**config.mk**
```make
export PLATFORM = sky130hd
export DESIGN_NAME = mash_boil_process_sequencer_unit_flat
export DESIGN_NICKNAME = d
export VERILOG_FILES = /design/src/hw/rtl/mbps_pkg.sv /design/src/hw/rtl/mbps_in_if.sv /design/src/hw/rtl/mbps_out_if.sv /design/src/hw/rtl/mbps_next.sv /design/src/hw/rtl/mash_boil_process_sequencer_unit.sv /design/src/flat_wrapper.sv
export SDC_FILE = /design/constraint.sdc
export NUM_CORES = 1
export LEC_CHECK = 0
export BUFFER_PORTS_ARGS = -buffer_cell sky130_fd_sc_hd__buf_2
export CELL_PAD_IN_SITES_DETAIL_PLACEMENT = 1
export CELL_PAD_IN_SITES_GLOBAL_PLACEMENT = 1
export CORE_AREA = 10 10 186 188
export CTS_BUF_LIST = sky130_fd_sc_hd__clkbuf_4
export CTS_CLUSTER_DIAMETER = 60
export DETAILED_ROUTE_END_ITERATION = 10
export DIE_AREA = 0 0 196 198
export PLACE_DENSITY = 0.95
export SYNTH_ARGS = -nofsm -noshare
export SYNTH_HDL_FRONTEND = slang
export SYNTH_SLANG_ARGS = --single-unit
```
**constraint.sdc**
```tcl
create_clock -name clk -period 20.4 [get_ports clk]
set_input_delay 1.02 -clock clk [delete_from_list [all_inputs] [get_ports clk]]
set_output_delay 1.02 -clock clk [all_outputs]
set_load 0.01 [all_outputs]
```
**src/hw/rtl/mbps_pkg.sv**
```systemverilog
package mbps_pkg;

	// field widths
	localparam int STEP_W = 4;
	localparam int SEC_W = 16;
	localparam int TGT_W = 14;
	localparam int DUTY_W = 7;
	localparam int MIN_W = 8;
	localparam int CFG_W = 32;
	localparam int IDX_W = 3;
	localparam int DROP_W = 4;
	localparam int REM_W = 16;
	localparam int HOPPERS_DEF = 4;

	// request opcodes
	localparam logic [1:0] OP_TICK = 2'd0;
	localparam logic [1:0] OP_START = 2'd1;
	localparam logic [1:0] OP_STOP = 2'd2;

	// configuration register indexes
	localparam logic [IDX_W-1:0] REG_MASH_TARGET = 3'd0;
	localparam logic [IDX_W-1:0] REG_MASH_DUTY = 3'd1;
	localparam logic [IDX_W-1:0] REG_BOIL_DUTY = 3'd2;
	localparam logic [IDX_W-1:0] REG_MASH_MIN = 3'd3;
	localparam logic [IDX_W-1:0] REG_DRAIN_MIN = 3'd4;
	localparam logic [IDX_W-1:0] REG_BOIL_MIN = 3'd5;
	localparam logic [IDX_W-1:0] REG_HOP_MIN = 3'd6;

	// configuration reset values
	localparam logic [TGT_W-1:0] RST_MASH_TARGET = 14'd6600;
	localparam logic [DUTY_W-1:0] RST_MASH_DUTY = 7'd50;
	localparam logic [DUTY_W-1:0] RST_BOIL_DUTY = 7'd100;
	localparam logic [MIN_W-1:0] RST_MASH_MIN = 8'd60;
	localparam logic [MIN_W-1:0] RST_DRAIN_MIN = 8'd10;
	localparam logic [MIN_W-1:0] RST_BOIL_MIN = 8'd60;
	localparam logic [CFG_W-1:0] RST_HOP_MIN = 32'd0;

	// process constants (temperatures in 0.01 degree)
	localparam logic [TGT_W-1:0] TGT_MASH_OUT = 14'd7500;
	localparam logic [TGT_W-1:0] TGT_TO_BOIL = 14'd9200;
	localparam logic [TGT_W-1:0] TGT_BOIL = 14'd10100;
	localparam logic [TGT_W-1:0] STRIKE_OFFSET = 14'd500;
	localparam logic [TGT_W-1:0] VALVE_CLOSE_SEC = 14'd600;
	localparam logic [SEC_W-1:0] STIR_SEC = 16'd60;
	localparam logic [DUTY_W-1:0] FILL_DUTY = 7'd90;
	localparam logic [DUTY_W-1:0] DUTY_MAX = 7'd100;

	typedef enum logic [STEP_W-1:0] {
		ST_FILL,
		ST_MASH_IN,
		ST_STIR,
		ST_MASH,
		ST_MASH_OUT,
		ST_DRAIN,
		ST_TO_BOIL,
		ST_BOIL,
		ST_FINISH
	} step_t;

	typedef struct packed {
		logic [TGT_W-1:0] mash_target;
		logic [DUTY_W-1:0] mash_duty;
		logic [DUTY_W-1:0] boil_duty;
		logic [MIN_W-1:0] mash_min;
		logic [MIN_W-1:0] drain_min;
		logic [MIN_W-1:0] boil_min;
		logic [CFG_W-1:0] hop_min;
	} cfg_t;

	typedef struct packed {
		logic [1:0] op;
		logic [STEP_W-1:0] start_step;
		logic second_pulse;
		logic heat_at_target;
		logic level_high;
		logic level_low;
	} item_t;

	typedef struct packed {
		step_t step;
		logic [SEC_W-1:0] sec;
		logic draining;
		logic pump;
		logic stir;
		logic valve;
		logic heat;
		logic [TGT_W-1:0] tgt;
		logic [DUTY_W-1:0] duty;
		logic run;
	} ctrl_t;

	typedef struct packed {
		logic [STEP_W-1:0] step_now;
		logic step_entered;
		logic pump_on;
		logic stirrer_on;
		logic valve_open;
		logic heater_on;
		logic [TGT_W-1:0] heat_target;
		logic [DUTY_W-1:0] heat_duty;
		logic [DROP_W-1:0] hop_drop;
		logic [SEC_W-1:0] seconds_in_step;
		logic signed [REM_W-1:0] seconds_remaining;
	} res_t;

	// minutes to seconds: m*64 - m*4
	function automatic logic [TGT_W-1:0] min_to_sec(input logic [MIN_W-1:0] m);
		logic [TGT_W-1:0] mw;
		mw = TGT_W'(m);
		return (mw << 6) - (mw << 2);
	endfunction

	function automatic logic [DUTY_W-1:0] clamp_duty(input logic [DUTY_W-1:0] d);
		return (d > DUTY_MAX) ? DUTY_MAX : d;
	endfunction

endpackage

```
**src/hw/rtl/mbps_in_if.sv**
```systemverilog
interface mbps_in_if;
	import mbps_pkg::*;

	logic valid;
	logic ready;
	logic [1:0] op;
	logic [STEP_W-1:0] start_step;
	logic second_pulse;
	logic heat_at_target;
	logic level_high;
	logic level_low;

	modport source (
		output valid, op, start_step, second_pulse, heat_at_target, level_high, level_low,
		input ready
	);
	modport sink (
		input valid, op, start_step, second_pulse, heat_at_target, level_high, level_low,
		output ready
	);
endinterface

```
**src/hw/rtl/mbps_out_if.sv**
```systemverilog
interface mbps_out_if;
	import mbps_pkg::*;

	logic valid;
	logic ready;
	logic [STEP_W-1:0] step_now;
	logic step_entered;
	logic pump_on;
	logic stirrer_on;
	logic valve_open;
	logic heater_on;
	logic [TGT_W-1:0] heat_target;
	logic [DUTY_W-1:0] heat_duty;
	logic [DROP_W-1:0] hop_drop;
	logic [SEC_W-1:0] seconds_in_step;
	logic signed [REM_W-1:0] seconds_remaining;

	modport source (
		output valid, step_now, step_entered, pump_on, stirrer_on, valve_open, heater_on,
		heat_target, heat_duty, hop_drop, seconds_in_step, seconds_remaining,
		input ready
	);
	modport sink (
		input valid, step_now, step_entered, pump_on, stirrer_on, valve_open, heater_on,
		heat_target, heat_duty, hop_drop, seconds_in_step, seconds_remaining,
		output ready
	);
endinterface

```
**src/hw/rtl/mbps_next.sv**
```systemverilog
module mbps_next import mbps_pkg::*; #(
	parameter int HOPPERS = HOPPERS_DEF
) (
	input ctrl_t cur,
	input logic [HOPPERS-1:0] hop_cur,
	input cfg_t cfg,
	input item_t item,
	output ctrl_t nxt,
	output logic [HOPPERS-1:0] hop_nxt,
	output res_t res
);

	logic [SEC_W-1:0] sec_t;
	logic signed [SEC_W:0] rem_boil;
	logic [TGT_W-1:0] strike;
	logic [HOPPERS-1:0] hop_hit;
	logic [HOPPERS-1:0] drop_v;
	logic [HOPPERS+DROP_W-1:0] drop_ext;
	logic do_enter;
	step_t enter_s;
	logic go;
	logic entered;
	logic [TGT_W-1:0] rem_base;
	logic signed [SEC_W:0] rem_o;

	// tick seconds count, saturating
	assign sec_t = (item.second_pulse && cur.sec != '1) ? cur.sec + 1'b1 : cur.sec;

	// boil remaining time against the counted seconds
	assign rem_boil = signed'({3'b000, min_to_sec(cfg.boil_min)}) - signed'({1'b0, sec_t});

	assign strike = (cfg.mash_target >= STRIKE_OFFSET) ? cfg.mash_target - STRIKE_OFFSET : '0;

	// per-hopper drop threshold; hoppers past the packed bytes drop at zero
	for (genvar i = 0; i < HOPPERS; i++) begin : g_hop
		logic [TGT_W-1:0] thr;
		if (i < 4) begin : g_byte
			assign thr = min_to_sec(cfg.hop_min[8*i +: 8]);
		end else begin : g_zero
			assign thr = '0;
		end
		assign hop_hit[i] = rem_boil <= signed'({3'b000, thr});
	end

	// next state
	always_comb begin
		nxt = cur;
		hop_nxt = hop_cur;
		drop_v = '0;
		do_enter = 1'b0;
		enter_s = ST_FILL;
		go = 1'b0;
		entered = 1'b0;
		case (item.op)
			OP_START: begin
				nxt.run = 1'b1;
				do_enter = 1'b1;
				enter_s = (item.start_step > STEP_W'(ST_FINISH)) ? ST_FINISH :
					step_t'(item.start_step);
			end
			OP_STOP: begin
				nxt.run = 1'b0;
				nxt.pump = 1'b0;
				nxt.stir = 1'b0;
				nxt.valve = 1'b0;
				nxt.heat = 1'b0;
			end
			OP_TICK: begin
				if (cur.run) begin
					nxt.sec = sec_t;
					case (cur.step)
						ST_FILL: go = item.heat_at_target;
						ST_MASH_IN: begin
							nxt.tgt = cfg.mash_target;
							nxt.duty = clamp_duty(cfg.mash_duty);
							go = item.level_high;
						end
						ST_STIR: begin
							nxt.tgt = cfg.mash_target;
							nxt.duty = clamp_duty(cfg.mash_duty);
							go = sec_t > STIR_SEC;
						end
						ST_MASH: begin
							// fill until high probe wets, drain until low probe dries
							if (cur.draining) begin
								if (!item.level_low) begin
									nxt.draining = 1'b0;
									nxt.valve = 1'b0;
								end
							end else if (item.level_high) begin
								nxt.draining = 1'b1;
								nxt.valve = 1'b1;
							end
							nxt.tgt = cfg.mash_target;
							nxt.duty = clamp_duty(cfg.mash_duty);
							go = sec_t > SEC_W'(min_to_sec(cfg.mash_min));
						end
						ST_MASH_OUT: begin
							nxt.pump = 1'b1;
							nxt.valve = 1'b1;
							go = item.heat_at_target;
						end
						ST_DRAIN: go = sec_t > SEC_W'(min_to_sec(cfg.drain_min));
						ST_TO_BOIL: begin
							nxt.pump = 1'b0;
							nxt.valve = 1'b1;
							go = item.heat_at_target;
						end
						ST_BOIL: begin
							nxt.heat = 1'b1;
							nxt.tgt = TGT_BOIL;
							nxt.duty = clamp_duty(cfg.boil_duty);
							for (int i = 0; i < HOPPERS; i++) begin
								if (!hop_cur[i] && hop_hit[i]) begin
									hop_nxt[i] = 1'b1;
									drop_v[i] = 1'b1;
								end
							end
							if (rem_boil < signed'({3'b000, VALVE_CLOSE_SEC}))
								nxt.valve = 1'b0;
							go = rem_boil <= 0;
						end
						default: go = 1'b0;
					endcase
					if (go && cur.step != ST_FINISH) begin
						nxt.stir = 1'b0;
						do_enter = 1'b1;
						enter_s = step_t'(STEP_W'(cur.step) + 4'd1);
					end
				end
			end
			default: ;
		endcase

		// step entry settings
		if (do_enter) begin
			entered = 1'b1;
			nxt.step = enter_s;
			nxt.sec = '0;
			case (enter_s)
				ST_FILL: begin
					nxt.heat = 1'b1;
					nxt.tgt = strike;
					nxt.duty = FILL_DUTY;
				end
				ST_MASH_IN, ST_STIR: begin
					nxt.stir = (enter_s == ST_STIR);
					nxt.pump = (enter_s == ST_MASH_IN);
					nxt.valve = 1'b0;
					nxt.heat = 1'b1;
					nxt.tgt = cfg.mash_target;
					nxt.duty = clamp_duty(cfg.mash_duty);
				end
				ST_MASH: begin
					nxt.draining = 1'b0;
					nxt.stir = 1'b0;
					nxt.pump = 1'b1;
					nxt.valve = 1'b0;
					nxt.heat = 1'b1;
					nxt.tgt = cfg.mash_target;
					nxt.duty = clamp_duty(cfg.mash_duty);
				end
				ST_MASH_OUT: begin
					nxt.heat = 1'b1;
					nxt.tgt = TGT_MASH_OUT;
					nxt.duty = clamp_duty(cfg.boil_duty);
					nxt.pump = 1'b1;
					nxt.valve = 1'b1;
				end
				ST_DRAIN: begin
					nxt.pump = 1'b0;
					nxt.valve = 1'b1;
					nxt.heat = 1'b1;
					nxt.tgt = TGT_MASH_OUT;
					nxt.duty = clamp_duty(cfg.boil_duty);
				end
				ST_TO_BOIL: begin
					nxt.pump = 1'b0;
					nxt.valve = 1'b1;
					nxt.heat = 1'b1;
					nxt.tgt = TGT_TO_BOIL;
					nxt.duty = clamp_duty(cfg.boil_duty);
				end
				ST_BOIL: begin
					nxt.heat = 1'b1;
					nxt.tgt = TGT_BOIL;
					nxt.duty = clamp_duty(cfg.boil_duty);
					hop_nxt = '0;
					// seconds are zero on entry, so remaining is the full boil
					if (min_to_sec(cfg.boil_min) < VALVE_CLOSE_SEC)
						nxt.valve = 1'b0;
				end
				default: nxt.heat = 1'b0;
			endcase
		end
	end

	assign drop_ext = {{DROP_W{1'b0}}, drop_v};

	// remaining time of the timed steps
	always_comb begin
		case (nxt.step)
			ST_MASH: rem_base = min_to_sec(cfg.mash_min);
			ST_DRAIN: rem_base = min_to_sec(cfg.drain_min);
			ST_BOIL: rem_base = min_to_sec(cfg.boil_min);
			default: rem_base = '0;
		endcase
		if (nxt.step == ST_MASH || nxt.step == ST_DRAIN || nxt.step == ST_BOIL)
			rem_o = signed'({3'b000, rem_base}) - signed'({1'b0, nxt.sec});
		else
			rem_o = '0;
	end

	// result
	always_comb begin
		res.step_now = STEP_W'(nxt.step);
		res.step_entered = entered;
		res.pump_on = nxt.pump;
		res.stirrer_on = nxt.stir;
		res.valve_open = nxt.valve;
		res.heater_on = nxt.heat;
		res.heat_target = nxt.tgt;
		res.heat_duty = nxt.duty;
		res.hop_drop = drop_ext[DROP_W-1:0];
		res.seconds_in_step = nxt.sec;
		// only the low side can overflow 16 bits
		res.seconds_remaining = (rem_o[SEC_W:SEC_W-1] == 2'b10) ?
			{1'b1, {(REM_W-1){1'b0}}} : rem_o[REM_W-1:0];
	end

endmodule

```
**src/hw/rtl/mash_boil_process_sequencer_unit.sv**
```systemverilog
// Mash and boil process sequencer. Each request (tick, start at a step, or stop) yields
// exactly one result with the step, drive outputs, heater target and duty, hopper drop
// pulses and step timing. One request is taken every clock cycle while request ready is
// high; a request is held in the input register, then its result is loaded into the
// result register, which presents it. The next-state logic between those registers is
// combinational; request ready falls only while a result is held and not taken. The user
// must write the configuration registers through cfg_we, cfg_idx and cfg_data while the
// block is idle; the block does not enforce this. Writes to unused indexes are ignored.
module mash_boil_process_sequencer_unit import mbps_pkg::*; #(
	parameter int HOPPERS = HOPPERS_DEF
) (
	input logic clk,
	input logic arst_n,
	input logic cfg_we,
	input logic [IDX_W-1:0] cfg_idx,
	input logic [CFG_W-1:0] cfg_data,
	mbps_in_if.sink request,
	mbps_out_if.source result
);

	cfg_t cfg_q;
	item_t item_s1;
	logic v_s1;
	ctrl_t ctrl_q;
	logic [HOPPERS-1:0] hop_q;
	res_t res_q;
	logic res_v_q;

	ctrl_t ctrl_nxt;
	logic [HOPPERS-1:0] hop_nxt;
	res_t res_nxt;
	logic fire;
	logic take;

	// stage 1 moves on when the result register is free or being emptied
	assign fire = v_s1 && (!res_v_q || result.ready);
	assign request.ready = !v_s1 || fire;
	assign take = request.valid && request.ready;

	// configuration registers
	always_ff @(posedge clk or negedge arst_n) begin
		if (!arst_n) begin
			cfg_q.mash_target <= RST_MASH_TARGET;
			cfg_q.mash_duty <= RST_MASH_DUTY;
			cfg_q.boil_duty <= RST_BOIL_DUTY;
			cfg_q.mash_min <= RST_MASH_MIN;
			cfg_q.drain_min <= RST_DRAIN_MIN;
			cfg_q.boil_min <= RST_BOIL_MIN;
			cfg_q.hop_min <= RST_HOP_MIN;
		end else if (cfg_we) begin
			case (cfg_idx)
				REG_MASH_TARGET: cfg_q.mash_target <= cfg_data[TGT_W-1:0];
				REG_MASH_DUTY: cfg_q.mash_duty <= cfg_data[DUTY_W-1:0];
				REG_BOIL_DUTY: cfg_q.boil_duty <= cfg_data[DUTY_W-1:0];
				REG_MASH_MIN: cfg_q.mash_min <= cfg_data[MIN_W-1:0];
				REG_DRAIN_MIN: cfg_q.drain_min <= cfg_data[MIN_W-1:0];
				REG_BOIL_MIN: cfg_q.boil_min <= cfg_data[MIN_W-1:0];
				REG_HOP_MIN: cfg_q.hop_min <= cfg_data;
				default: ;
			endcase
		end
	end

	// input register
	always_ff @(posedge clk or negedge arst_n) begin
		if (!arst_n)
			v_s1 <= 1'b0;
		else if (take)
			v_s1 <= 1'b1;
		else if (fire)
			v_s1 <= 1'b0;
	end

	always_ff @(posedge clk) begin
		if (take) begin
			item_s1.op <= request.op;
			item_s1.start_step <= request.start_step;
			item_s1.second_pulse <= request.second_pulse;
			item_s1.heat_at_target <= request.heat_at_target;
			item_s1.level_high <= request.level_high;
			item_s1.level_low <= request.level_low;
		end
	end

	mbps_next #(
		.HOPPERS(HOPPERS)
	) u_next (
		.cur(ctrl_q),
		.hop_cur(hop_q),
		.cfg(cfg_q),
		.item(item_s1),
		.nxt(ctrl_nxt),
		.hop_nxt(hop_nxt),
		.res(res_nxt)
	);

	// process state and result valid
	always_ff @(posedge clk or negedge arst_n) begin
		if (!arst_n) begin
			ctrl_q <= '0;
			hop_q <= '0;
			res_v_q <= 1'b0;
		end else begin
			if (fire) begin
				ctrl_q <= ctrl_nxt;
				hop_q <= hop_nxt;
			end
			if (fire)
				res_v_q <= 1'b1;
			else if (result.ready)
				res_v_q <= 1'b0;
		end
	end

	// result register
	always_ff @(posedge clk) begin
		if (fire)
			res_q <= res_nxt;
	end

	assign result.valid = res_v_q;
	assign result.step_now = res_q.step_now;
	assign result.step_entered = res_q.step_entered;
	assign result.pump_on = res_q.pump_on;
	assign result.stirrer_on = res_q.stirrer_on;
	assign result.valve_open = res_q.valve_open;
	assign result.heater_on = res_q.heater_on;
	assign result.heat_target = res_q.heat_target;
	assign result.heat_duty = res_q.heat_duty;
	assign result.hop_drop = res_q.hop_drop;
	assign result.seconds_in_step = res_q.seconds_in_step;
	assign result.seconds_remaining = res_q.seconds_remaining;

endmodule

```
**src/flat_wrapper.sv**
```systemverilog
// flat-port wrapper written by rule: the top's interface ports become plain ports
module mash_boil_process_sequencer_unit_flat import mbps_pkg::*;
#(
	parameter int HOPPERS = HOPPERS_DEF
)
  (clk, arst_n, cfg_we, cfg_idx, cfg_data, request_valid, request_op, request_start_step, request_second_pulse, request_heat_at_target, request_level_high, request_level_low, request_ready, result_valid, result_step_now, result_step_entered, result_pump_on, result_stirrer_on, result_valve_open, result_heater_on, result_heat_target, result_heat_duty, result_hop_drop, result_seconds_in_step, result_seconds_remaining, result_ready);
  mbps_in_if request_i ();
  mbps_out_if result_i ();
  input logic clk;
  input logic arst_n;
  input logic cfg_we;
  input logic [IDX_W-1:0] cfg_idx;
  input logic [CFG_W-1:0] cfg_data;
  input wire logic [$bits(request_i.valid)-1:0] request_valid;
  input wire logic [$bits(request_i.op)-1:0] request_op;
  input wire logic [$bits(request_i.start_step)-1:0] request_start_step;
  input wire logic [$bits(request_i.second_pulse)-1:0] request_second_pulse;
  input wire logic [$bits(request_i.heat_at_target)-1:0] request_heat_at_target;
  input wire logic [$bits(request_i.level_high)-1:0] request_level_high;
  input wire logic [$bits(request_i.level_low)-1:0] request_level_low;
  output wire logic [$bits(request_i.ready)-1:0] request_ready;
  output wire logic [$bits(result_i.valid)-1:0] result_valid;
  output wire logic [$bits(result_i.step_now)-1:0] result_step_now;
  output wire logic [$bits(result_i.step_entered)-1:0] result_step_entered;
  output wire logic [$bits(result_i.pump_on)-1:0] result_pump_on;
  output wire logic [$bits(result_i.stirrer_on)-1:0] result_stirrer_on;
  output wire logic [$bits(result_i.valve_open)-1:0] result_valve_open;
  output wire logic [$bits(result_i.heater_on)-1:0] result_heater_on;
  output wire logic [$bits(result_i.heat_target)-1:0] result_heat_target;
  output wire logic [$bits(result_i.heat_duty)-1:0] result_heat_duty;
  output wire logic [$bits(result_i.hop_drop)-1:0] result_hop_drop;
  output wire logic [$bits(result_i.seconds_in_step)-1:0] result_seconds_in_step;
  output wire logic [$bits(result_i.seconds_remaining)-1:0] result_seconds_remaining;
  input wire logic [$bits(result_i.ready)-1:0] result_ready;
  assign request_i.valid = request_valid;
  assign request_i.op = request_op;
  assign request_i.start_step = request_start_step;
  assign request_i.second_pulse = request_second_pulse;
  assign request_i.heat_at_target = request_heat_at_target;
  assign request_i.level_high = request_level_high;
  assign request_i.level_low = request_level_low;
  assign request_ready = request_i.ready;
  assign result_valid = result_i.valid;
  assign result_step_now = result_i.step_now;
  assign result_step_entered = result_i.step_entered;
  assign result_pump_on = result_i.pump_on;
  assign result_stirrer_on = result_i.stirrer_on;
  assign result_valve_open = result_i.valve_open;
  assign result_heater_on = result_i.heater_on;
  assign result_heat_target = result_i.heat_target;
  assign result_heat_duty = result_i.heat_duty;
  assign result_hop_drop = result_i.hop_drop;
  assign result_seconds_in_step = result_i.seconds_in_step;
  assign result_seconds_remaining = result_i.seconds_remaining;
  assign result_i.ready = result_ready;
  mash_boil_process_sequencer_unit #(.HOPPERS(HOPPERS)) u_core (.clk(clk), .arst_n(arst_n), .cfg_we(cfg_we), .cfg_idx(cfg_idx), .cfg_data(cfg_data), .request(request_i), .result(result_i));
endmodule
```
**Yosys cells after proc, flatten, opt, wreduce, memory -nomap -nowiden**

Index checks and enable logic that the tools add are counted.

- Muxes and demuxes: 60
- Bitwise operators: 1
- Order comparisons: 14
- Reductions and logical operators: 45
- Equality and inequality tests: 28
- Add/sub/neg operators: 12

Operator list:

| cell | number |
|---|---|
| $pmux 21 s5 | 1 |
| $sub 14x10->14 | 7 |
| $le 17x15->1 | 4 |
| $mux 46 | 1 |
| $mux 42 | 1 |
| $pmux 14 s3 | 1 |
| $pmux 21 s2 | 1 |
| $eq 4x3->1 const B | 10 |
| $mux 17 | 2 |
| $sub 14x16->17 | 2 |
| $gt 16x14->1 | 2 |
| $mux 4 | 8 |
| $mux 1 | 30 |
| $mux 21 | 1 |
| $eq 4x2->1 const B | 5 |
| $le 17x1->1 const B | 1 |
| $lt 17x11->1 const B | 1 |
| $add 16x1->16 const B | 1 |
| $gt 16x6->1 const B | 1 |
| $mux 16 | 1 |
| $ne 16x16->1 const B | 1 |
| $pmux 4 s2 | 2 |
| $reduce_and 2->1 | 8 |
| $ge 14x9->1 const B | 1 |
| other kinds (29) | 67 |

- Output and inout bits: 68
- Register bits: 213
- Input port bits: 50

**Depth between registers and ports, before layout**

Gate-level depths: netlist of run 1.

- Word-level depth: 22
- Gate-level depth with buffers: 44
- Mapped depth without buffers: 40

**Modules after synthesis**

Synthesis of run 1 repeated with hierarchy kept, for this count alone.

- Cell total of the unflattened synthesis: 1738
- Area, all modules: 16717.3 µm²

By module, submodules not included:

| module | instances | seq. area each (µm²) | area each (µm²) | cells an instance |
|---|---|---|---|---|
| mbps_next | 1 | 0.0 | 9226.3 | 1363 |
| mash_boil_process_sequencer_unit | 1 | 5738.0 | 7490.9 | 375 |

**Least setup slack after synthesis of run 1**

No wires, ideal clock.

- Path kind: flip-flop to flip-flop
- Start: register u_core.ctrl_q[34] in the netlist's numbering
- End: register u_core.res_q (netlist bit u_core.result.seconds_remaining[10]), data pin
- Cell stages (with the launch flop): 40
- Arrival: 7.781 ns
- Path slack: 12.361 ns
- Cells stage by stage: dfrtp_1 buf_2 nand4_2 or4_1 buf_2 a32oi_1 inv_1 ha_1 a31o_2 a21o_1 a31oi_2 a211oi_1 o311a_1 or3_1 a2111oi_4 inv_2 nor3_2 a211o_1 (+4 left out) nor2_1 a22oi_1 nor2_1 ha_1 a21o_1 a21oi_1 o21bai_1 a21oi_1 o21bai_1 a21oi_1 o21bai_1 a21oi_1 o21ai_0 a21o_1 nor2_1 a311o_2 buf_6 nor2_4

- Longest elaborated chain between the ends: 19
- Elaborated cells on any way between the ends: 33

Ends and longest elaborated chain:

| element | line | source |
|---|---|---|
| from (decl) | mash_boil_process_sequencer_unit.sv:24 | `ctrl_t ctrl_q;` |
| from (signal assigned) | mash_boil_process_sequencer_unit.sv:105 | `ctrl_q <= ctrl_nxt;` |
| parallel branches: the longest is 12 deep, another holds $sub 14x16->17 | -- |  |
| $mux 46 * | mbps_next.sv:136 | `if (do_enter) begin` |
| $eq 4x3->1 or $eq 4x2->1 (tied branches) | mbps_next.sv:202, mbps_next.sv:208 |  |
| $pmux 14 s3 or $logic_or 1x1->1 (tied branches) | mbps_next.sv:202, mbps_next.sv:208 |  |
| $sub 14x16->17 or $logic_or 1x1->1 (tied branches) | mbps_next.sv:209, mbps_next.sv:208 |  |
| $mux 17 | mbps_next.sv:208 | `if (nxt.step == ST_MASH \|\| nxt.step == ST_DRAIN \|\| nxt.step == ST_BOIL)` |
| $eq 2x2->1 | mbps_next.sv:227 | `res.seconds_remaining = (rem_o[SEC_W:SEC_W-1] == 2'b10) ?` |
| $reduce_or 2->1 (no line) | -- |  |
| to (signal assigned) | mash_boil_process_sequencer_unit.sv:118 | `res_q <= res_nxt;` |
| to (decl) | mash_boil_process_sequencer_unit.sv:26 | `res_t res_q;` |

Mark *: on every way between the ends. The select of a mux whose other input is x is not followed.
A chain may end at the register's enable or synchronous reset.

**Worst setup path in the final report of run 1**

- Start: register u_core.ctrl_q[35] in the netlist's numbering
- End: register u_core.res_q (netlist bit u_core.result.seconds_remaining[3]), data pin

The elaborated chain is that of the path after synthesis.

==> results of run 1 <==
[flip-flops by register name, summed over array words and instances, names as in the netlist, 4 cells and up]
name and flops:
u_core.result.hop_drop 4, u_core.result.seconds_remaining 16, u_core.hop_q 4, u_core.result.heat_target 14
u_core.result.step_now 4, u_core.item_s1 10, u_core.ctrl_q 47, u_core.result.seconds_in_step 16
u_core.result.heat_duty 7, u_core.cfg_q 84
[area by class of cell]
| cell class | count | area, sq um | share of cell area |
|---|---|---|---|
| Antenna cell | 1 | 2.50 | 0.000141 |
| Tap cell | 402 | 503 | 0.0283 |
| Inverter | 121 | 457 | 0.0257 |
| Multi-Input combinational cell | 1323 | 9570 | 0.539 |
| Clock inverter | 25 | 159 | 0.00895 |
| Sequential cell | 213 | 5740 | 0.323 |
| Timing Repair Buffer | 131 | 697 | 0.0393 |
| Clock buffer | 84 | 631 | 0.0355 |
[worst min path at each step]
| stage | startpoint | endpoint | slack [ps] | cells past startpoint |
|---|---|---|---|---|
| after global placement | u_core.ctrl_q[26]$_DFFE_PN0P_ | u_core.ctrl_q[26]$_DFFE_PN0P_ | 460 | 1 |
| after detailed placement | u_core.ctrl_q[22]$_DFFE_PN0P_ | u_core.ctrl_q[22]$_DFFE_PN0P_ | 480 | 2 |
| final | arst_n | u_core.ctrl_q[21]$_DFFE_PN0P_ | 270 | 1 |
| after floorplan | u_core.ctrl_q[24]$_DFFE_PN0P_ | u_core.ctrl_q[24]$_DFFE_PN0P_ | 450 | 2 |
| after CTS | arst_n | u_core.ctrl_q[4]$_DFFE_PN0P_ | 250 | 1 |
| after global routing | arst_n | u_core.ctrl_q[10]$_DFFE_PN0P_ | 270 | 1 |
[cells in the final DEF, fill, tap and decap left out, drive strengths merged, types with 43 or more instances in the layout]
cell type	n
inv	121
nand2	128
nor2	122
mux2	87
dfrtp	115
a21oi	121
edfxtp	76
ha	135
clkbuf	84
o21ai	90
xnor2	73
nor3	46
xor2	43
buf	131
[metal layers]
layer	track usage	routed length (um)	share of wire	vias to the layer above
li1	-	-	-	6593
met1	0.314	21300	0.39	7376
met2	0.488	27400	0.50	673
met3	0.0484	3430	0.062	209
met4	0.144	3040	0.055	0
met5	0	0	0	-
[cell usage after synthesis (17+ instances only)]
cell / instances / area, sq um
o21bai_1: 24 / 180
a211oi_1: 17 / 128
edfxtp_1: 76 / 2280
a21o_1: 29 / 218
nand2_1: 128 / 480
nor2b_1: 20 / 125
clkbuf_1: 38 / 143
dfrtp_1: 115 / 2880
o22ai_1: 17 / 106
nor3_1: 45 / 225
or3_1: 22 / 138
a21oi_1: 121 / 606
buf_2: 20 / 100
nand4_1: 31 / 194
o21ai_0: 87 / 435
nand2b_1: 30 / 188
dfstp_2: 22 / 578
nor2_1: 112 / 420
inv_1: 118 / 443
ha_1: 135 / 1690
xor2_1: 43 / 377
mux2_2: 87 / 980
o21a_1: 23 / 173
nand3_1: 33 / 165
xnor2_1: 73 / 639
[power by group]
part	total [mW]	internal (mW)	switching (mW)
registers	0.651	0.555	0.0962
logic	1.47	0.581	0.887
clock network	0.419	0.216	0.203
[worst reg2reg max path: cells and delay by family (launching register included)]
| kind | cells | cell delay [ps] |
|---|---|---|
| AOI/OAI and AO/OA | 21 | 6080 |
| and+or+nand+nor | 8 | 2220 |
| adders and majority gates | 2 | 720 |
| DFF | 1 | 600 |
| buffers and inverters | 3 | 500 |
[cell families after synthesis]
kind of cell	after synthesis	synth area share
simple gates	520	0.169
buf+inv	185	0.0465
mux	94	0.0654
fa+ha+maj	137	0.107
xor+xnor	117	0.0647
flops	213	0.358
compound gates	455	0.190
==> qor.yml, run 1 <==
std_cell_rows: 65
cp-endpoint: "u_core.result.seconds_remaining[3]$_SDFFCE_PP0P_"
core-area_sq_um: 31100
wirelength_mm: 55.2
synthArstFlopShare: 0.643
max_stage_delay_ps: 860
synth.yosys.seq_area_share: 0.358
peakVddDrop_mv: 0.0812
final_area_sq_um: 17800
crit_fanout: 29
htree_levels: 2
slew_headroom: 0.175
utilization: 0.571
critical_path_cell_count: 34
route.detailed.drc: 0
synth-edff-count: 76
startpoint: "u_core.ctrl_q[35]$_DFFE_PN0P_"
vias_per_cell: 6.46
finalSetupViolations: 0
dp_hpwl_mm: 41.1
finalCriticalPeriod_ps: 10420
wl_per_cell_um: 24.0
area_delta_synth_final_pct: 10.6
grt_antenna_before_repair: 1
cts_tree: "done"
vias: 14900
path_buf_inv: 3
ys_ff_latch: 213
dieArea_sq_um: 38800
gp_congestion: 0.976
clock_latency_ps: 760
cellPowerDensity_nw_per_um2: 143
clkTransAtPathRegs_ps: 80
finalSetupTns_ps: 0
synth_area_sq_um: 16000
synth-main-ff-cell: "dfrtp_1"
path_delay_family: "compound AO/OA/AOI/OAI gates"
period_share: 0.511
cp_data_required_time_ps: 20850
place_area_sq_um: 17000
reg2reg_slack_ps: 9980
worst-setup-path-type: "reg2reg"
crit_slowest_cell: "or4_1"
fmax_ghz: 0.0960
grt_pass1_wl_mm: 87.0
clkSinkCount: 213
hold_violations: 0
outcome: "complete, no violations"
regToRegEndpoint: "u_core.result.seconds_remaining[3]$_SDFFCE_PP0P_"
worst_slack_ps: 9980
grt_max_degree: 81
rsz0062_at_grt: "false"
postRouteAntennaNets: 0
ios: 118
nFillCells: 3636
die_w_um: 196
p_leak_nw: 7.72
num-nets-final: 2033
cp.arrival_ps: 10870
numCtsBuffers: 58
worst_pin_slew_ps: 1220
drt_iter0_markers: 1241
post_cts_buffers: 0
maxSlewViolCount: 0
yosys_warnings: 0
postCtsResizedCells: 0
reg2regPathDepth: 34
cts.hold.buffers_added: 0
fin_skew_ps: 54.5
place_inst: 2190
grt_pass1_vias: 15700
syn_inst: 1721
startpoint_type: "flop"
synthesis.nets: 1906
power_mw: 2.54
die_y_um: 198
drv_cap: 0
preCtsSetupSlack_ps: 10270
cts_root_buf: "clkbuf_4"
ys_types: 97
instances_no_fill: 2300
worst_setup_path_end_kind: "flop"
synth_area_per_cell_sq_um: 9.32
clockBufferDepth: 3
whs_ps: 273
dr.pass1.iters: 8
drive_above_1_share: 0.204
start_util: 0.517
hp-class: "in2async"
gr-usage-all-layers: 0.277
overflow: 0
io_buffers: 117
r2r-start: "u_core.ctrl_q[35]$_DFFE_PN0P_"
(Power assumes the default switching activity.)
==> run 2, diff against run 1 <==
- CORE_AREA: 10 10 186 188 -> 10 10 192 194
- DIE_AREA: 0 0 196 198 -> 0 0 202 204
- PLACE_DENSITY: 0.95 -> 0.92
- clock period: 20.4 -> 10.9 ns (I/O delays scaled with it)
==> qor.yml, run 2 (synthesis gave the netlist of run 1 again) <==
fin_skew_ps: 52.0  # -2.45 ps
max_stage_delay_ps: 860  # about the same
numCtsBuffers: 56  # -3.4%
cts_root_buf: "clkbuf_4"
dr.pass1.iters: 5  # -3
reg2regPathDepth: 34  # unchanged
overflow: 0  # unchanged
grt_antenna_before_repair: 1  # unchanged
r2r-start: "u_core.ctrl_q[36]$_DFFE_PN0P_"
finalCriticalPeriod_ps: 10140  # -279 ps
largest_reg_flops: 84  # unchanged
area_delta_synth_final_pct: 13.2
finalSetupTns_ps: 0  # unchanged
start_util: 0.485  # -0.0319
rsz0062_at_grt: "false"
regMostFlops: "u_core.cfg_q"
period_share: 0.930  # +0.419
finalSetupViolations: 0  # unchanged
top_regs: "u_core.cfg_q x84, u_core.ctrl_q x47"
p_int_mw: 2.51  # +86%
worst_pin_slew_ps: 1170  # -52.3 ps
die_y_um: 204  # +3.0%
holdPathStages: 3
cellPowerDensity_nw_per_um2: 261  # +82%
io_buffers: 117  # unchanged
worst-setup-path-type: "reg2reg"
worst_setup_path_end_kind: "flop"
reg2reg_slack_ps: 760  # -9220 ps
std_cell_rows: 67  # +3.1%
cts_tree: "done"
grt_max_degree: 80  # -1.2%
clock_latency_ps: 840  # +80 ps
layout_commonest_cell: "ha_1"
clockBufferDepth: 3  # unchanged
startpoint_type: "flop"
drive_above_1_share: 0.204  # about the same
maxSlewViolCount: 0  # unchanged
p_leak_nw: 7.87  # +2.0%
core-area_sq_um: 33100  # +6.6%
p_sw_frac: 0.471  # +0.00340
min_to: "u_core.cfg_q[77]$_DFFE_PN1P_"
route.detailed.drc: 0  # unchanged
pwr-share-seq: 0.257  # about the same
regToRegEndpoint: "u_core.result.seconds_remaining[2]$_SDFFCE_PP0P_"
peakVddDrop_mv: 0.144  # +77%
nFillCells: 3880  # +6.7%
ios: 118  # unchanged
dieArea_sq_um: 41200  # +6.2%
wirelength_mm: 56.0  # +1.6%
num-nets-final: 2072  # +1.9%
fmax_ghz: 0.0986  # +2.8%
grt_pass1_vias: 15800  # +0.89%
cp_data_required_time_ps: 11430  # -9420 ps
htree_levels: 2  # unchanged
drv_cap: 0  # unchanged
hold_violations: 0  # unchanged
min_from: "cfg_data[7]"
whs_ps: 84.3  # -188 ps
cp.arrival_ps: 10660  # -210 ps
gr-usage-all-layers: 0.267  # -0.00930
drt_iter0_markers: 1156  # -6.8%
postRouteAntennaNets: 0  # unchanged
die_w_um: 202  # +3.1%
netSwitchingPower_mw: 2.23  # +88%
crit_slowest_cell: "or4_1"
wl_per_cell_um: 23.5  # -2.0%
crit_fanout: 22  # -24%
gp_congestion: 0.953  # -2.3%
dp_hpwl_mm: 41.2  # +0.21%
grt_pass1_wl_mm: 88.6  # +1.8%
vias_per_cell: 6.18  # -4.3%
clkPwrFrac: 0.157  # -0.008
clkTransAtPathRegs_ps: 70  # about the same
outcome: "complete, no violations"
slew_headroom: 0.213  # +0.0382
clkSinkCount: 213  # unchanged
multi_input_area_sq_um: 9570  # unchanged
vias: 14700  # -0.77%
most-common-layout-cells: "135 x ha_1, 128 x nand2_1, 121 x a21oi_1"
power_mw: 4.74  # +87%
utilization: 0.549  # -0.0229
hp-class: "in2reg"
regArea_sq_um: 5740  # unchanged
combinationalPowerShare: 0.586  # +0.008
[run 2: cell types whose count changed in the layout (fill, tap and decap cells not counted)]
cell / change
clkinvlp_4: +1
buf_4: +4
inv_6: +1
clkinv_2: +3
clkinv_4: -1
diode_2: +1
bufinv_16: -2
clkbuf_4: +2
dlygate4sd3_1: +37
clkinv_1: -7
[run 2: worst max-delay path: cells and delay by family, from the launching register on]
family / cells / cell delay [ps]
fa+ha+maj: 2 / 650
flops: 1 / 600
compound gates: 21 / 5890
buf+inv: 3 / 410
simple gates: 8 / 2300
[run 2: power by group through the flow]
stage / Sequential [mW] / Clock (mW) / Combinational [mW]
after detailed placement: 1.22 / 0 / 2.68
final: 1.22 / 0.745 / 2.77
after CTS: 1.21 / 0.761 / 2.72
after global routing: 1.24 / 0.802 / 3.04
after global placement: 1.21 / 0 / 2.52
after floorplan: 1.18 / 0 / 1.92
[run 2: metal layers]
layer  GRT usage  vias up  wire [um]
met5           0        -          0
met4       0.134        0       2460
met3      0.0514      157       3560
met2       0.482      574      28500
met1       0.296     7339      21500
li1            -     6666          -
[run 2: repair_timing]
action                    CTS  global route
setup buffers               0             0
hold endpoints to repair  104             0
hold buffers               37             0
resized for setup           0             0
[run 2: worst max-delay path by stage]
stage / slack, ps / endpoint / from
floorplan: 2860 / u_core.result.seconds_remaining[4]$_SDFFCE_PP0P_ / u_core.ctrl_q[34]$_DFFE_PN0P_
global placement: 1500 / u_core.result.seconds_remaining[2]$_SDFFCE_PP0P_ / u_core.ctrl_q[36]$_DFFE_PN0P_
detailed placement: 1010 / u_core.result.seconds_remaining[2]$_SDFFCE_PP0P_ / u_core.ctrl_q[36]$_DFFE_PN0P_
CTS: 960 / u_core.result.seconds_remaining[2]$_SDFFCE_PP0P_ / u_core.ctrl_q[35]$_DFFE_PN0P_
global route: 170 / u_core.result.seconds_remaining[2]$_SDFFCE_PP0P_ / u_core.ctrl_q[35]$_DFFE_PN0P_
finish: 760 / u_core.result.seconds_remaining[2]$_SDFFCE_PP0P_ / u_core.ctrl_q[36]$_DFFE_PN0P_
[run 2: layout make-up]
class                   instances  area share
clock inverters                20     0.00523
flip-flops and latches        213       0.316
inverters                     121      0.0251
clock buffers                  86      0.0355
diodes                          2    0.000276
multi-input cells            1323       0.527
well taps                     448      0.0309
repair buffers                172      0.0604
[run 2: through the flow]
| step | instances | instance area, sq um | setup WS [ps] |
|---|---|---|---|
| after floorplan | 1721 | 16000 | 2860 |
| after global placement | 2240 | 17100 | 1500 |
| after detailed placement | 2240 | 17100 | 1010 |
| after CTS | 2383 | 18200 | 956 |
| after global routing | 2385 | 18200 | 166 |
| final | 2385 | 18200 | 762 |
==> run 3, diff against run 2 <==
==> constraint.sdc (replaced) <==
create_clock -name clk -period 10.9 [get_ports clk]
set_input_delay 2.18 -clock clk [delete_from_list [all_inputs] [get_ports clk]]
set_output_delay 2.18 -clock clk [all_outputs]
set_load 0.01 [all_outputs]
==> qor.yml, run 3 (synthesis gave the netlist of run 1 again) <==
vias_per_cell: 6.16  # -0.25%
maxSlewViolCount: 0  # unchanged
std_cell_rows: 67  # unchanged
peakVddDrop_mv: 0.144  # about the same
place_area_sq_um: 17100  # unchanged
finalCriticalPeriod_ps: 10120  # -16.3 ps
regToRegEndpoint: "u_core.result.seconds_remaining[2]$_SDFFCE_PP0P_"
regMostFlops: "u_core.cfg_q"
fmax_ghz: 0.0988  # +0.16%
whs_ps: 485  # +401 ps
drt_iter0_markers: 962  # -17%
slew_headroom: 0.212  # -0.00141
worst_slack_ps: 778  # +16.3 ps
cts.hold.buffers_added: 0  # -100%
vias: 14500  # -1.8%
r2r-start: "u_core.ctrl_q[36]$_DFFE_PN0P_"
route.detailed.drc: 0  # unchanged
cts_root_buf: "clkbuf_4"
holdPathStages: 1  # -2
outcome: "complete, no violations"
postRouteAntennaNets: 0  # unchanged
clock_latency_ps: 830  # about the same
fin_skew_ps: 42.2  # -9.79 ps
final_area_sq_um: 17800  # -2.0%
layout_commonest_cell: "ha_1"
die_y_um: 204  # unchanged
clkSinkCount: 213  # unchanged
max_stage_delay_ps: 870  # about the same
overflow: 0  # unchanged
startpoint_type: "flop"
finalSetupTns_ps: 0  # unchanged
cp.arrival_ps: 10660  # about the same
cp_data_required_time_ps: 11440  # about the same
dieArea_sq_um: 41200  # unchanged
top_regs: "u_core.cfg_q x84, u_core.ctrl_q x47"
clkTransAtPathRegs_ps: 70  # about the same
hold_violations: 0  # unchanged
path_buf_inv: 3  # unchanged
path_delay_family: "compound AO/OA/AOI/OAI gates"
place_inst: 2240  # unchanged
period_share: 0.929  # -0.00150
grt_pass1_vias: 15600  # -1.6%
rsz0062_at_grt: "false"
worst_pin_slew_ps: 1170  # +2.10 ps
worst-setup-path-type: "reg2reg"
crit_fanout: 22  # unchanged
grt_antenna_before_repair: 1  # unchanged
crit_slowest_cell: "or4_1"
start_util: 0.485  # unchanged
power_mw: 4.71  # -0.61%
min_to: "u_core.ctrl_q[26]$_DFFE_PN0P_"
num-nets-final: 2035  # -1.8%
p_leak_nw: 7.72  # -2.0%
critical_path_cell_count: 34  # unchanged
htree_levels: 2  # unchanged
dr.pass1.iters: 5  # unchanged
reg2regPathDepth: 34  # unchanged
area_delta_synth_final_pct: 10.9
grt_max_degree: 80  # unchanged
gp_congestion: 0.953  # unchanged
dp_hpwl_mm: 41.2  # unchanged
min_from: "u_core.ctrl_q[26]$_DFFE_PN0P_"
wl_per_cell_um: 23.1  # -1.7%
most-common-layout-cells: "135 x ha_1, 128 x nand2_1, 121 x a21oi_1"
utilization: 0.537  # -0.0112
gr-usage-all-layers: 0.258  # -0.00903
cts_tree: "done"
preCtsSetupSlack_ps: 1010  # unchanged
io_buffers: 117  # unchanged
drive_above_1_share: 0.208  # +0.00398
clockBufferDepth: 3  # unchanged
cellPowerDensity_nw_per_um2: 265  # +1.5%
core-area_sq_um: 33100  # unchanged
wirelength_mm: 54.2  # -3.3%
hp-class: "reg2reg"
ios: 118  # unchanged
die_w_um: 202  # unchanged
drv_cap: 0  # unchanged
postCtsResizedCells: 0  # unchanged
numCtsBuffers: 56  # unchanged
largest_reg_flops: 84  # unchanged
worst_setup_path_end_kind: "flop"
grt_pass1_wl_mm: 85.8  # -3.1%
instances_no_fill: 2347  # -1.6%
reg2reg_slack_ps: 780  # +20 ps
post_cts_buffers: 0  # unchanged
finalSetupViolations: 0  # unchanged
==> run 3: cell count changes in the layout (fill, tap and decap cells not counted), sizes merged <==
cell	previous run	this run
dlygate4sd3	37	0
diode	2	1
==> run 3: worst max path at each step <==
stage	from	to	slack [ps]
2_1_floorplan	u_core.ctrl_q[34]$_DFFE_PN0P_	u_core.result.seconds_remaining[4]$_SDFFCE_PP0P_	2860
3_3_place_gp	u_core.ctrl_q[36]$_DFFE_PN0P_	u_core.result.seconds_remaining[2]$_SDFFCE_PP0P_	1500
3_5_place_dp	u_core.ctrl_q[36]$_DFFE_PN0P_	u_core.result.seconds_remaining[2]$_SDFFCE_PP0P_	1010
4_1_cts	u_core.ctrl_q[35]$_DFFE_PN0P_	u_core.result.seconds_remaining[2]$_SDFFCE_PP0P_	960
5_1_grt	u_core.ctrl_q[35]$_DFFE_PN0P_	u_core.result.seconds_remaining[2]$_SDFFCE_PP0P_	130
6_report	u_core.ctrl_q[36]$_DFFE_PN0P_	u_core.result.seconds_remaining[2]$_SDFFCE_PP0P_	780
==> run 3: report_power, final <==
group	switching, mW	internal, mW	leakage [nW]
registers	0.178	1.04	2.38
logic	1.66	1.10	4.90
clock network	0.377	0.364	0.443
total	2.21	2.50	7.72
==> run 3: worst reg2reg max path: cells and delay by family, from the launching register on <==
kind / cells / cell delay [ps]
adders and majority gates: 2 / 650
AOI/OAI and AO/OA: 21 / 5870
buffers and inverters: 3 / 420
and+or+nand+nor: 8 / 2330
DFF: 1 / 600
==> run 3: final cells by class <==
| cell class | instances | area, sq um |
|---|---|---|
| antenna | 1 | 2.50 |
| multi-input combinational | 1323 | 9570 |
| inverter | 121 | 457 |
| clock inverter | 20 | 95.1 |
| tap | 448 | 561 |
| timing repair buffer | 135 | 727 |
| fill | 3913 | 15300 |
| sequential | 213 | 5740 |
| clock buffer | 86 | 646 |
==> run 3: metal layers <==
metal | track usage | vias to the layer above | share of wire
met3 | 0.0460 | 150 | 0.058
li1 | - | 6592 | -
met5 | 0 | - | 0
met4 | 0.131 | 0 | 0.045
met1 | 0.293 | 7186 | 0.40
met2 | 0.458 | 537 | 0.50
